## src/rtl/cdnu_pkg.sv

```systemverilog
package cdnu_pkg;

    localparam int OP_W    = 3;
    localparam int YEAR_W  = 12;
    localparam int MONTH_W = 4;
    localparam int DAY_W   = 5;
    localparam int SER_W   = 17;
    localparam int DIFF_W  = 18;
    localparam int ORDER_W = 2;
    localparam int ACC_W   = 19;
    localparam int YLEN_W  = 9;
    localparam int PC_W    = 5;
    localparam int COND_W  = 4;
    localparam int UOP_W   = 4;

    localparam int IN_DATA_W  = 40;
    localparam int OUT_DATA_W = 64;

    localparam int DAY_RANGE_DEF = 73049;

    localparam logic [YEAR_W-1:0]  FIRST_YEAR  = YEAR_W'(1900);
    localparam logic [YEAR_W-1:0]  LAST_YEAR   = YEAR_W'(2099);
    localparam logic [MONTH_W-1:0] FIRST_MONTH = MONTH_W'(1);
    localparam logic [MONTH_W-1:0] LAST_MONTH  = MONTH_W'(12);
    localparam logic [MONTH_W-1:0] MON_FEB     = MONTH_W'(2);
    localparam logic [MONTH_W-1:0] MON_APR     = MONTH_W'(4);
    localparam logic [MONTH_W-1:0] MON_JUN     = MONTH_W'(6);
    localparam logic [MONTH_W-1:0] MON_SEP     = MONTH_W'(9);
    localparam logic [MONTH_W-1:0] MON_NOV     = MONTH_W'(11);

    localparam logic [OP_W-1:0] OP_SET_DATE   = 3'd0;
    localparam logic [OP_W-1:0] OP_SET_SERIAL = 3'd1;
    localparam logic [OP_W-1:0] OP_ADD_DAYS   = 3'd2;
    localparam logic [OP_W-1:0] OP_SUB_DAYS   = 3'd3;
    localparam logic [OP_W-1:0] OP_COMPARE    = 3'd4;

    localparam logic [ORDER_W-1:0] ORD_EARLIER = 2'd0;
    localparam logic [ORDER_W-1:0] ORD_EQUAL   = 2'd1;
    localparam logic [ORDER_W-1:0] ORD_LATER   = 2'd2;

    localparam logic [COND_W-1:0] C_ALWAYS    = 4'd0;
    localparam logic [COND_W-1:0] C_OP_DATE   = 4'd1;
    localparam logic [COND_W-1:0] C_OP_SER    = 4'd2;
    localparam logic [COND_W-1:0] C_NOT_ARITH = 4'd3;
    localparam logic [COND_W-1:0] C_DATE_BAD  = 4'd4;
    localparam logic [COND_W-1:0] C_YC_LT_IY  = 4'd5;
    localparam logic [COND_W-1:0] C_MC_LT_IM  = 4'd6;
    localparam logic [COND_W-1:0] C_ACC_GE_DR = 4'd7;
    localparam logic [COND_W-1:0] C_OP_CMP    = 4'd8;
    localparam logic [COND_W-1:0] C_TOD_YEAR  = 4'd9;
    localparam logic [COND_W-1:0] C_TOD_MONTH = 4'd10;

    localparam logic [UOP_W-1:0] U_NOP       = 4'd0;
    localparam logic [UOP_W-1:0] U_D_INIT    = 4'd1;
    localparam logic [UOP_W-1:0] U_SET_SER   = 4'd2;
    localparam logic [UOP_W-1:0] U_AR_SUM    = 4'd3;
    localparam logic [UOP_W-1:0] U_AR_WRAP   = 4'd4;
    localparam logic [UOP_W-1:0] U_AR_COMMIT = 4'd5;
    localparam logic [UOP_W-1:0] U_MARK_BAD  = 4'd6;
    localparam logic [UOP_W-1:0] U_YEAR_ADD  = 4'd7;
    localparam logic [UOP_W-1:0] U_MONTH_ADD = 4'd8;
    localparam logic [UOP_W-1:0] U_DAY_ADD   = 4'd9;
    localparam logic [UOP_W-1:0] U_COMPARE   = 4'd10;
    localparam logic [UOP_W-1:0] U_SET_DATE  = 4'd11;
    localparam logic [UOP_W-1:0] U_TOD_INIT  = 4'd12;
    localparam logic [UOP_W-1:0] U_YEAR_SUB  = 4'd13;
    localparam logic [UOP_W-1:0] U_MONTH_SUB = 4'd14;
    localparam logic [UOP_W-1:0] U_FINISH    = 4'd15;

    localparam logic [PC_W-1:0] PC_START   = 5'd0;
    localparam logic [PC_W-1:0] PC_AR_WRAP = 5'd4;
    localparam logic [PC_W-1:0] PC_AR_CMT  = 5'd5;
    localparam logic [PC_W-1:0] PC_DATE    = 5'd6;
    localparam logic [PC_W-1:0] PC_D_CHECK = 5'd7;
    localparam logic [PC_W-1:0] PC_D_YEAR  = 5'd8;
    localparam logic [PC_W-1:0] PC_D_MONTH = 5'd9;
    localparam logic [PC_W-1:0] PC_D_RANGE = 5'd11;
    localparam logic [PC_W-1:0] PC_D_STORE = 5'd12;
    localparam logic [PC_W-1:0] PC_TOD     = 5'd14;
    localparam logic [PC_W-1:0] PC_T_YEAR  = 5'd15;
    localparam logic [PC_W-1:0] PC_T_MONTH = 5'd16;
    localparam logic [PC_W-1:0] PC_FINISH  = 5'd17;

    typedef logic signed [ACC_W-1:0]  t_acc;
    typedef logic signed [DIFF_W-1:0] t_diff;

    typedef struct packed {
        logic [COND_W-1:0] cond;
        logic [UOP_W-1:0]  uop;
        logic [PC_W-1:0]   target;
    } t_uword;

    function automatic logic f_leap(input logic [YEAR_W-1:0] year);
        return (year[1:0] == 2'b00) && (year != FIRST_YEAR);
    endfunction

    function automatic logic [YLEN_W-1:0] f_year_len(input logic [YEAR_W-1:0] year);
        return f_leap(year) ? YLEN_W'(366) : YLEN_W'(365);
    endfunction

    function automatic logic [DAY_W-1:0] f_month_len(input logic leap,
                                                     input logic [MONTH_W-1:0] month);
        logic [DAY_W-1:0] len;
        case (month)
            MON_FEB: len = leap ? DAY_W'(29) : DAY_W'(28);
            MON_APR, MON_JUN, MON_SEP, MON_NOV: len = DAY_W'(30);
            default: len = DAY_W'(31);
        endcase
        return len;
    endfunction

    function automatic t_uword f_urom(input logic [PC_W-1:0] pc);
        t_uword w;
        case (pc)
            5'd0:  w = '{C_OP_DATE,   U_NOP,       PC_DATE};
            5'd1:  w = '{C_OP_SER,    U_SET_SER,   PC_TOD};
            5'd2:  w = '{C_NOT_ARITH, U_NOP,       PC_TOD};
            5'd3:  w = '{C_ALWAYS,    U_AR_SUM,    PC_AR_WRAP};
            5'd4:  w = '{C_ALWAYS,    U_AR_WRAP,   PC_AR_CMT};
            5'd5:  w = '{C_ALWAYS,    U_AR_COMMIT, PC_TOD};
            5'd6:  w = '{C_ALWAYS,    U_D_INIT,    PC_D_CHECK};
            5'd7:  w = '{C_DATE_BAD,  U_MARK_BAD,  PC_D_STORE};
            5'd8:  w = '{C_YC_LT_IY,  U_YEAR_ADD,  PC_D_YEAR};
            5'd9:  w = '{C_MC_LT_IM,  U_MONTH_ADD, PC_D_MONTH};
            5'd10: w = '{C_ALWAYS,    U_DAY_ADD,   PC_D_RANGE};
            5'd11: w = '{C_ACC_GE_DR, U_MARK_BAD,  PC_D_STORE};
            5'd12: w = '{C_OP_CMP,    U_COMPARE,   PC_TOD};
            5'd13: w = '{C_ALWAYS,    U_SET_DATE,  PC_TOD};
            5'd14: w = '{C_ALWAYS,    U_TOD_INIT,  PC_T_YEAR};
            5'd15: w = '{C_TOD_YEAR,  U_YEAR_SUB,  PC_T_YEAR};
            5'd16: w = '{C_TOD_MONTH, U_MONTH_SUB, PC_T_MONTH};
            5'd17: w = '{C_ALWAYS,    U_FINISH,    PC_START};
            default: w = '{C_ALWAYS,  U_NOP,       PC_START};
        endcase
        return w;
    endfunction

endpackage

```

## src/rtl/calendar_day_number_unit.sv

```systemverilog
// Calendar day number unit: keeps one current date (1900-01-01 .. 2099-12-31)
// as a serial day count and runs one date operation per input transaction.
// Input channel s_axis: tuser carries the operation code, tdata its operands.
// Output channel m_axis: one result transaction per input transaction, with
// the current date as year/month/day and serial, the compare difference and
// order in tdata, and the error flag in tuser.
// One transaction is in work at a time; s_axis_tready is high while idle.
// The run time is set by the year stepping of the shared accumulator, one
// calendar year per cycle, once to build a serial from a date (set date and
// compare only) and once to split the current serial back into a date.
// The result sits in an output register; the next transaction is accepted
// while it waits. If m_axis_tready stays low, the sequencer holds at its
// final step until the output register frees up.
// Reset clears the sequencer and sets the current date to 1900-01-01
// (serial 0); no result is pending after reset.
module calendar_day_number_unit
    import cdnu_pkg::*;
#(
    parameter int DAY_RANGE = DAY_RANGE_DEF
) (
    input  logic                  i_clk,
    input  logic                  i_rst_n,
    input  logic                  s_axis_tvalid,
    output logic                  s_axis_tready,
    // in_year[11:0], in_month[15:12], in_day[20:16], day_value[37:21]
    input  logic [IN_DATA_W-1:0]  s_axis_tdata,
    // operation[2:0]
    input  logic [OP_W-1:0]       s_axis_tuser,
    output logic                  m_axis_tvalid,
    input  logic                  m_axis_tready,
    // cur_year[11:0], cur_month[15:12], cur_day[20:16], cur_serial[37:21],
    // difference[55:38], order[57:56]
    output logic [OUT_DATA_W-1:0] m_axis_tdata,
    // error[0]
    output logic [0:0]            m_axis_tuser
);

    localparam t_acc LP_RANGE = t_acc'(DAY_RANGE);

    logic                  r_busy, n_busy;
    logic [PC_W-1:0]       r_pc, n_pc;
    logic [OP_W-1:0]       r_op, n_op;
    logic [YEAR_W-1:0]     r_iy, n_iy;
    logic [MONTH_W-1:0]    r_im, n_im;
    logic [DAY_W-1:0]      r_id, n_id;
    logic [SER_W-1:0]      r_dv, n_dv;
    t_acc                  r_acc, n_acc;
    logic [YEAR_W-1:0]     r_yc, n_yc;
    logic [MONTH_W-1:0]    r_mc, n_mc;
    logic [SER_W-1:0]      r_cur, n_cur;
    logic                  r_err, n_err;
    t_diff                 r_diff, n_diff;
    logic [ORDER_W-1:0]    r_order, n_order;
    logic                  r_out_valid, n_out_valid;
    logic [OUT_DATA_W-1:0] r_out_data, n_out_data;
    logic [0:0]            r_out_user, n_out_user;

    t_uword                w_uword;
    logic                  w_leap_in;
    logic                  w_leap_yc;
    logic [YLEN_W-1:0]     w_yl;
    logic [DAY_W-1:0]      w_ml_in;
    logic [DAY_W-1:0]      w_ml_yc;
    logic [DAY_W-1:0]      w_ml_given;
    logic                  w_date_bad;
    logic                  w_cond;
    logic                  w_hold;
    logic                  w_step;
    logic                  w_take;
    logic                  w_accept;
    t_diff                 w_diff;

    assign w_uword    = f_urom(r_pc);
    assign w_leap_in  = f_leap(r_iy);
    assign w_leap_yc  = f_leap(r_yc);
    assign w_yl       = f_year_len(r_yc);
    assign w_ml_in    = f_month_len(w_leap_in, r_mc);
    assign w_ml_yc    = f_month_len(w_leap_yc, r_mc);
    assign w_ml_given = f_month_len(w_leap_in, r_im);

    assign w_date_bad = (r_iy < FIRST_YEAR) || (r_iy > LAST_YEAR) ||
                        (r_im < FIRST_MONTH) || (r_im > LAST_MONTH) ||
                        (r_id == '0) || (r_id > w_ml_given);

    assign w_diff = t_diff'(DIFF_W'(r_cur)) - t_diff'(DIFF_W'(r_acc[SER_W-1:0]));

    always_comb begin
        case (w_uword.cond)
            C_ALWAYS:    w_cond = 1'b1;
            C_OP_DATE:   w_cond = r_op inside {OP_SET_DATE, OP_COMPARE};
            C_OP_SER:    w_cond = (r_op == OP_SET_SERIAL);
            C_NOT_ARITH: w_cond = !(r_op inside {OP_ADD_DAYS, OP_SUB_DAYS});
            C_DATE_BAD:  w_cond = w_date_bad;
            C_YC_LT_IY:  w_cond = (r_yc < r_iy);
            C_MC_LT_IM:  w_cond = (r_mc < r_im);
            C_ACC_GE_DR: w_cond = (r_acc >= LP_RANGE);
            C_OP_CMP:    w_cond = (r_op == OP_COMPARE);
            C_TOD_YEAR:  w_cond = (r_yc < LAST_YEAR) && (r_acc >= t_acc'(ACC_W'(w_yl)));
            C_TOD_MONTH: w_cond = (r_mc < LAST_MONTH) && (r_acc >= t_acc'(ACC_W'(w_ml_yc)));
            default:     w_cond = 1'b0;
        endcase
    end

    assign w_hold   = (w_uword.uop == U_FINISH) && r_out_valid && !m_axis_tready;
    assign w_step   = r_busy && !w_hold;
    assign w_take   = w_step && w_cond;
    assign w_accept = s_axis_tvalid && s_axis_tready;

    always_comb begin
        n_busy      = r_busy;
        n_pc        = r_pc;
        n_op        = r_op;
        n_iy        = r_iy;
        n_im        = r_im;
        n_id        = r_id;
        n_dv        = r_dv;
        n_acc       = r_acc;
        n_yc        = r_yc;
        n_mc        = r_mc;
        n_cur       = r_cur;
        n_err       = r_err;
        n_diff      = r_diff;
        n_order     = r_order;
        n_out_valid = r_out_valid;
        n_out_data  = r_out_data;
        n_out_user  = r_out_user;

        if (r_out_valid && m_axis_tready) begin
            n_out_valid = 1'b0;
        end

        if (w_accept) begin
            n_busy  = 1'b1;
            n_pc    = PC_START;
            n_op    = s_axis_tuser;
            n_iy    = s_axis_tdata[11:0];
            n_im    = s_axis_tdata[15:12];
            n_id    = s_axis_tdata[20:16];
            n_dv    = s_axis_tdata[37:21];
            n_err   = 1'b0;
            n_diff  = '0;
            n_order = ORD_EARLIER;
        end

        if (w_step) begin
            n_pc = w_take ? w_uword.target : PC_W'(r_pc + 1'b1);
        end

        if (w_take) begin
            case (w_uword.uop)
                U_NOP: begin
                end
                U_D_INIT: begin
                    n_acc = '0;
                    n_yc  = FIRST_YEAR;
                    n_mc  = FIRST_MONTH;
                end
                U_SET_SER: begin
                    if (t_acc'(ACC_W'(r_dv)) < LP_RANGE) begin
                        n_cur = r_dv;
                    end else begin
                        n_cur = '0;
                        n_err = 1'b1;
                    end
                end
                U_AR_SUM: begin
                    if (r_op == OP_ADD_DAYS) begin
                        n_acc = t_acc'(ACC_W'(r_cur)) + t_acc'(ACC_W'(r_dv));
                    end else begin
                        n_acc = t_acc'(ACC_W'(r_cur)) - t_acc'(ACC_W'(r_dv));
                    end
                end
                U_AR_WRAP: begin
                    if (r_op == OP_ADD_DAYS) begin
                        if (r_acc >= LP_RANGE) begin
                            n_acc = r_acc - LP_RANGE;
                        end
                    end else if (r_acc < 0) begin
                        n_acc = r_acc + LP_RANGE;
                    end
                end
                U_AR_COMMIT: begin
                    if ((r_acc >= 0) && (r_acc < LP_RANGE)) begin
                        n_cur = r_acc[SER_W-1:0];
                    end else begin
                        n_cur = '0;
                        n_err = 1'b1;
                    end
                end
                U_MARK_BAD: begin
                    n_acc = '0;
                    n_err = 1'b1;
                end
                U_YEAR_ADD: begin
                    n_acc = r_acc + t_acc'(ACC_W'(w_yl));
                    n_yc  = YEAR_W'(r_yc + 1'b1);
                end
                U_MONTH_ADD: begin
                    n_acc = r_acc + t_acc'(ACC_W'(w_ml_in));
                    n_mc  = MONTH_W'(r_mc + 1'b1);
                end
                U_DAY_ADD: begin
                    n_acc = r_acc + t_acc'(ACC_W'(r_id)) - t_acc'(1);
                end
                U_COMPARE: begin
                    n_diff = w_diff;
                    if (w_diff < 0) begin
                        n_order = ORD_EARLIER;
                    end else if (w_diff == 0) begin
                        n_order = ORD_EQUAL;
                    end else begin
                        n_order = ORD_LATER;
                    end
                end
                U_SET_DATE: begin
                    n_cur = r_acc[SER_W-1:0];
                end
                U_TOD_INIT: begin
                    n_acc = t_acc'(ACC_W'(r_cur));
                    n_yc  = FIRST_YEAR;
                    n_mc  = FIRST_MONTH;
                end
                U_YEAR_SUB: begin
                    n_acc = r_acc - t_acc'(ACC_W'(w_yl));
                    n_yc  = YEAR_W'(r_yc + 1'b1);
                end
                U_MONTH_SUB: begin
                    n_acc = r_acc - t_acc'(ACC_W'(w_ml_yc));
                    n_mc  = MONTH_W'(r_mc + 1'b1);
                end
                U_FINISH: begin
                    n_busy      = 1'b0;
                    n_out_valid = 1'b1;
                    n_out_data  = {6'b0, r_order, r_diff, r_cur,
                                   DAY_W'(r_acc[DAY_W-1:0] + 1'b1), r_mc, r_yc};
                    n_out_user  = r_err;
                end
                default: begin
                end
            endcase
        end
    end

    always_ff @(posedge i_clk) begin
        if (!i_rst_n) begin
            r_busy      <= 1'b0;
            r_pc        <= PC_START;
            r_cur       <= '0;
            r_out_valid <= 1'b0;
        end else begin
            r_busy      <= n_busy;
            r_pc        <= n_pc;
            r_cur       <= n_cur;
            r_out_valid <= n_out_valid;
        end
        r_op       <= n_op;
        r_iy       <= n_iy;
        r_im       <= n_im;
        r_id       <= n_id;
        r_dv       <= n_dv;
        r_acc      <= n_acc;
        r_yc       <= n_yc;
        r_mc       <= n_mc;
        r_err      <= n_err;
        r_diff     <= n_diff;
        r_order    <= n_order;
        r_out_data <= n_out_data;
        r_out_user <= n_out_user;
    end

    assign s_axis_tready = !r_busy;
    assign m_axis_tvalid = r_out_valid;
    assign m_axis_tdata  = r_out_data;
    assign m_axis_tuser  = r_out_user;

    a_accept_starts: assert property (@(posedge i_clk) disable iff (!i_rst_n)
        s_axis_tvalid && s_axis_tready |=> r_busy && (r_pc == PC_START))
        else $error("accepted transaction did not start the sequencer");

    a_cur_in_range: assert property (@(posedge i_clk) disable iff (!i_rst_n)
        t_acc'(ACC_W'(r_cur)) < LP_RANGE)
        else $error("current serial outside day range");

    a_finish_posts: assert property (@(posedge i_clk) disable iff (!i_rst_n)
        w_step && (w_uword.uop == U_FINISH) |=> m_axis_tvalid && !r_busy)
        else $error("final step did not post a result");

    a_equal_order: assert property (@(posedge i_clk) disable iff (!i_rst_n)
        m_axis_tvalid && (m_axis_tdata[57:56] == ORD_EQUAL) |-> (m_axis_tdata[55:38] == '0))
        else $error("equal order with nonzero difference");

endmodule

```

## config.mk

```make
export PLATFORM = sky130hd
export DESIGN_NAME = calendar_day_number_unit
export DESIGN_NICKNAME = d
export VERILOG_FILES = /design/src/rtl/cdnu_pkg.sv /design/src/rtl/calendar_day_number_unit.sv
export SDC_FILE = /design/constraint.sdc
export NUM_CORES = 1
export LEC_CHECK = 0
export BUFFER_PORTS_ARGS = -buffer_cell sky130_fd_sc_hd__buf_4
export CAP_MARGIN = 20
export CORE_ASPECT_RATIO = 1.1
export CORE_MARGIN = 4
export CORE_UTILIZATION = 55
export CTS_BUF_LIST = sky130_fd_sc_hd__clkbuf_8
export DETAILED_ROUTE_END_ITERATION = 10
export GPL_ROUTABILITY_DRIVEN = 0
export HOLD_SLACK_MARGIN = 0.15
export PLACE_DENSITY = 0.75
export RECOVER_POWER = 25
export SLEW_MARGIN = 15
export SYNTH_ARGS = -nofsm -noshare
export SYNTH_HDL_FRONTEND = slang
export SYNTH_SLANG_ARGS = --single-unit
```

## constraint.sdc

```tcl
create_clock -name i_clk -period 9.8 [get_ports i_clk]
set_input_delay 0.49 -clock i_clk [delete_from_list [all_inputs] [get_ports i_clk]]
set_output_delay 0.49 -clock i_clk [all_outputs]
set_load 0.02 [all_outputs]
```

==> run summary <==
Slew Viols, Final = 0
CP max FO = 17
Cell area after layout = 0.0159 sq mm
#FFs+latches synth = 193
Area grow syn2layout = 11.4%
Final period util = 58.3%
All-Layer GR Usage = 27.1%
Peak Freq = 175 MHz
Final setup violation count = 0
Num CTS Buffers = 17
Synth Warn # = 0
Initial antenna violation count = 0
Post-DP Area = 0.0153 sq mm
Global-route wire length before repair = 62,100 um
Post-Syn Area = 0.0143 sq mm
# fillers = 2,170
Htree depth = 4
Critical path launch point type = flop
Fraction of layout cells with a size suffix above 1 = 10.9%
WP data required = 10.19 ns
Cell area power density = 124 mW/mm^2
Clock slew at reported path FFs = 0.13 ns
DRC viols = 0
Register area = 0.00522 sq mm
CTS sink count = 193
Critical path capture point type = flop
Pre-Repair DR Iteration Count = 7
Vias in the first global route = 11,700
Ys flop type = edfxtp_1
Die area = 0.0286 sq mm
VDD IR max = 95.9 uV
Netlist cell types = 88
Top post-synthesis cells by area = edfxtp_1 (28%), ha_1 (13%), dfxtp_1 (8.1%)
Drt via density = 6.30
Final Net Count = 1,860
Latest clock arrival within the worst-skew pair = 0.49 ns
Grt ovf = 0
Post-Synthesis Cells = 1,562
Sequential cell area fraction in the yosys report = 36.5%
LEAKAGE = 0.00640 uW
Commonest non-fill, non-tap cell in the layout = ha_1
Detailed placement HPWL = 29,300 um
Starting Density = 56.2%
Worst slew margin = 18.3%
Post-synth EDFFs = 135
Die X-Extent = 162 um
Post-route minimum period = 5.72 ns
Overall routed net length = 39,800 um
Mean post-synth cell area = 9.14 sq um
Diodes inserted = 0
CTS root buf = clkbuf_8
Hold Violations, Final = 0
DIE HEIGHT = 177 um
Vias after detailed routing = 12,700
Actual slew at the worst max-slew pin = 1.22 ns
Clock Path Buffers = 2
Core ar. = 0.0254 sq mm
Crit path cell chain = and2_1 -> nand4_1 -> o21ai_0 -> a21oi_1 -> ha_1 -> nor2b_1 -> o2111a_2 -> o21ai_2 -> a31o_1 -> a31oi_1 -> nand4b_2 -> o221ai_4 -> mux2i_1 -> nor2_1 -> ha_1 -> nor3_1 -> a31oi_1 -> o311ai_2
Setup TNS Final = 0 ns
Commonest cells after routing, fill and taps aside = ha_1 (153), edfxtp_1 (135), nor2_1 (130), inv_1 (121), nand2_1 (110)
Largest area contributor in the netlist = edfxtp_1
Port bufs = 105
Final Skew = 0.0274 ns
First DRT Iteration DRCs = 1,338
Status = finished, final reports clean
Max incr delay on CP = 0.70 ns
Max-Cap Viols = 0
Antenna Nets Post-Route = 0
Multi-input logic area = 0.00837 sq mm
Critical-path top delay cell = o21ai_0
Arrival @ worst endpoint = 6.10 ns
CTS tree = built
Row count = 61
Hold_ws = 0.197 ns
Avg WL per Cell = 19.8 um
RSZ-0062 raised after global routing = false
Largest net degree at the start of global routing = 51
FFs w/ async S/R, synth = 0%
Hold WC Path Type = in -> reg
Kind of critical path = reg -> reg
Post-CTS sizing = 0
I/O pins = 114
Yosys top cell area share = 28.4%
worst max-delay path: cells and delay by family (launching register included):
kind | cells | cell delay [ns]
flip-flops | 1 | 0.50
AO/OA/AOI/OAI | 9 | 2.68
multiplexers | 1 | 0.52
adder cells (fa/ha/maj) | 2 | 0.71
AND/OR/NAND/NOR | 6 | 1.20
power by group:
group	switching, uW	leakage (uW)	internal, uW
registers	52.6	0.00176	908
logic	285	0.00442	182
clock network	346	0.000212	206
layer usage:
layer,vias up,track usage [%],part of all wire [%]
met5,-,0,0
met4,0,12.3,4.9
met3,140,4.91,8.8
met2,652,44.7,46
met1,5920,34.9,40
li1,5956,-,-
state kept, by name, indices dropped and copies added, names as in the netlist, 5 cells and up:
signal        count
r_acc            19
r_diff           18
r_iy             12
w_uword          13
r_pc              5
r_id              5
r_dv             17
m_axis_tdata     58
r_cur            17
r_yc             12
per-stage QoR:
| stage | worst slack, ns | total power (uW) | util, % | std cells |
|---|---|---|---|---|
| 2_1_floorplan | 3.59 | 1300 | - | 1567 |
| 3_3_place_gp | 4.30 | 1420 | 60.4 | 1967 |
| 3_5_place_dp | 4.19 | 1430 | 60.4 | 1967 |
| 4_1_cts | 4.13 | 1970 | 62.1 | 2000 |
| 5_1_grt | 3.67 | 2070 | 62.6 | 2012 |
| 6_report | 4.09 | 1980 | 62.6 | 2012 |
final timing paths:
check / depth (start not counted) / start / endpoint / slack (ns)
max: 18 / r_yc[5] / w_uword[5] / 4.09
min: 1 / s_axis_tdata[32] / r_dv[11] / 0.20
max reg2reg: 18 / r_yc[5] / w_uword[5] / 4.09
min reg2reg: 0 / r_diff[9] / m_axis_tdata[47] / 0.44
cells in the mapped netlist (24+ instances only):
master and instances:
a21oi_1 92, a211oi_1 27, clkbuf_1 41, edfxtp_1 135, xnor2_1 60, ha_1 153, dfxtp_1 58, nor2_1 132
o21ai_0 84, nand2b_1 27, inv_1 122, a22oi_1 24, nand3_1 56, nand2_1 110, nor3_1 36
cell families (layout without fill, tap and decap cells):
logic type	count (synthesis)	in the layout	synth area share, %
AO/OA/AOI/OAI	453	453	21.8
XOR/XNOR	82	82	5.03
adder cells (fa/ha/maj)	160	160	14.4
buffers and inverters	185	284	5.16
flip-flops	193	193	36.5
multiplexers	13	13	0.946
other	1	6	0.0263
AND/OR/NAND/NOR	475	475	16.1
final cells by class:
| type | count | share of cell area, % |
|---|---|---|
| Timing Repair Buffer | 130 | 6.28 |
| Clock buffer | 18 | 1.56 |
| Sequential cell | 193 | 32.8 |
| Clock inverter | 14 | 1.15 |
| Inverter | 122 | 2.88 |
| Tap cell | 346 | 2.72 |
| Multi-Input combinational cell | 1189 | 52.6 |
repair_timing:
| action | CTS | global route |
|---|---|---|
| endpoints found under the hold margin | 1 | 11 |
| buffers inserted | 0 | 0 |
| hold buffers | 1 | 11 |
Note: power is estimated with default switching activity, not from simulation.
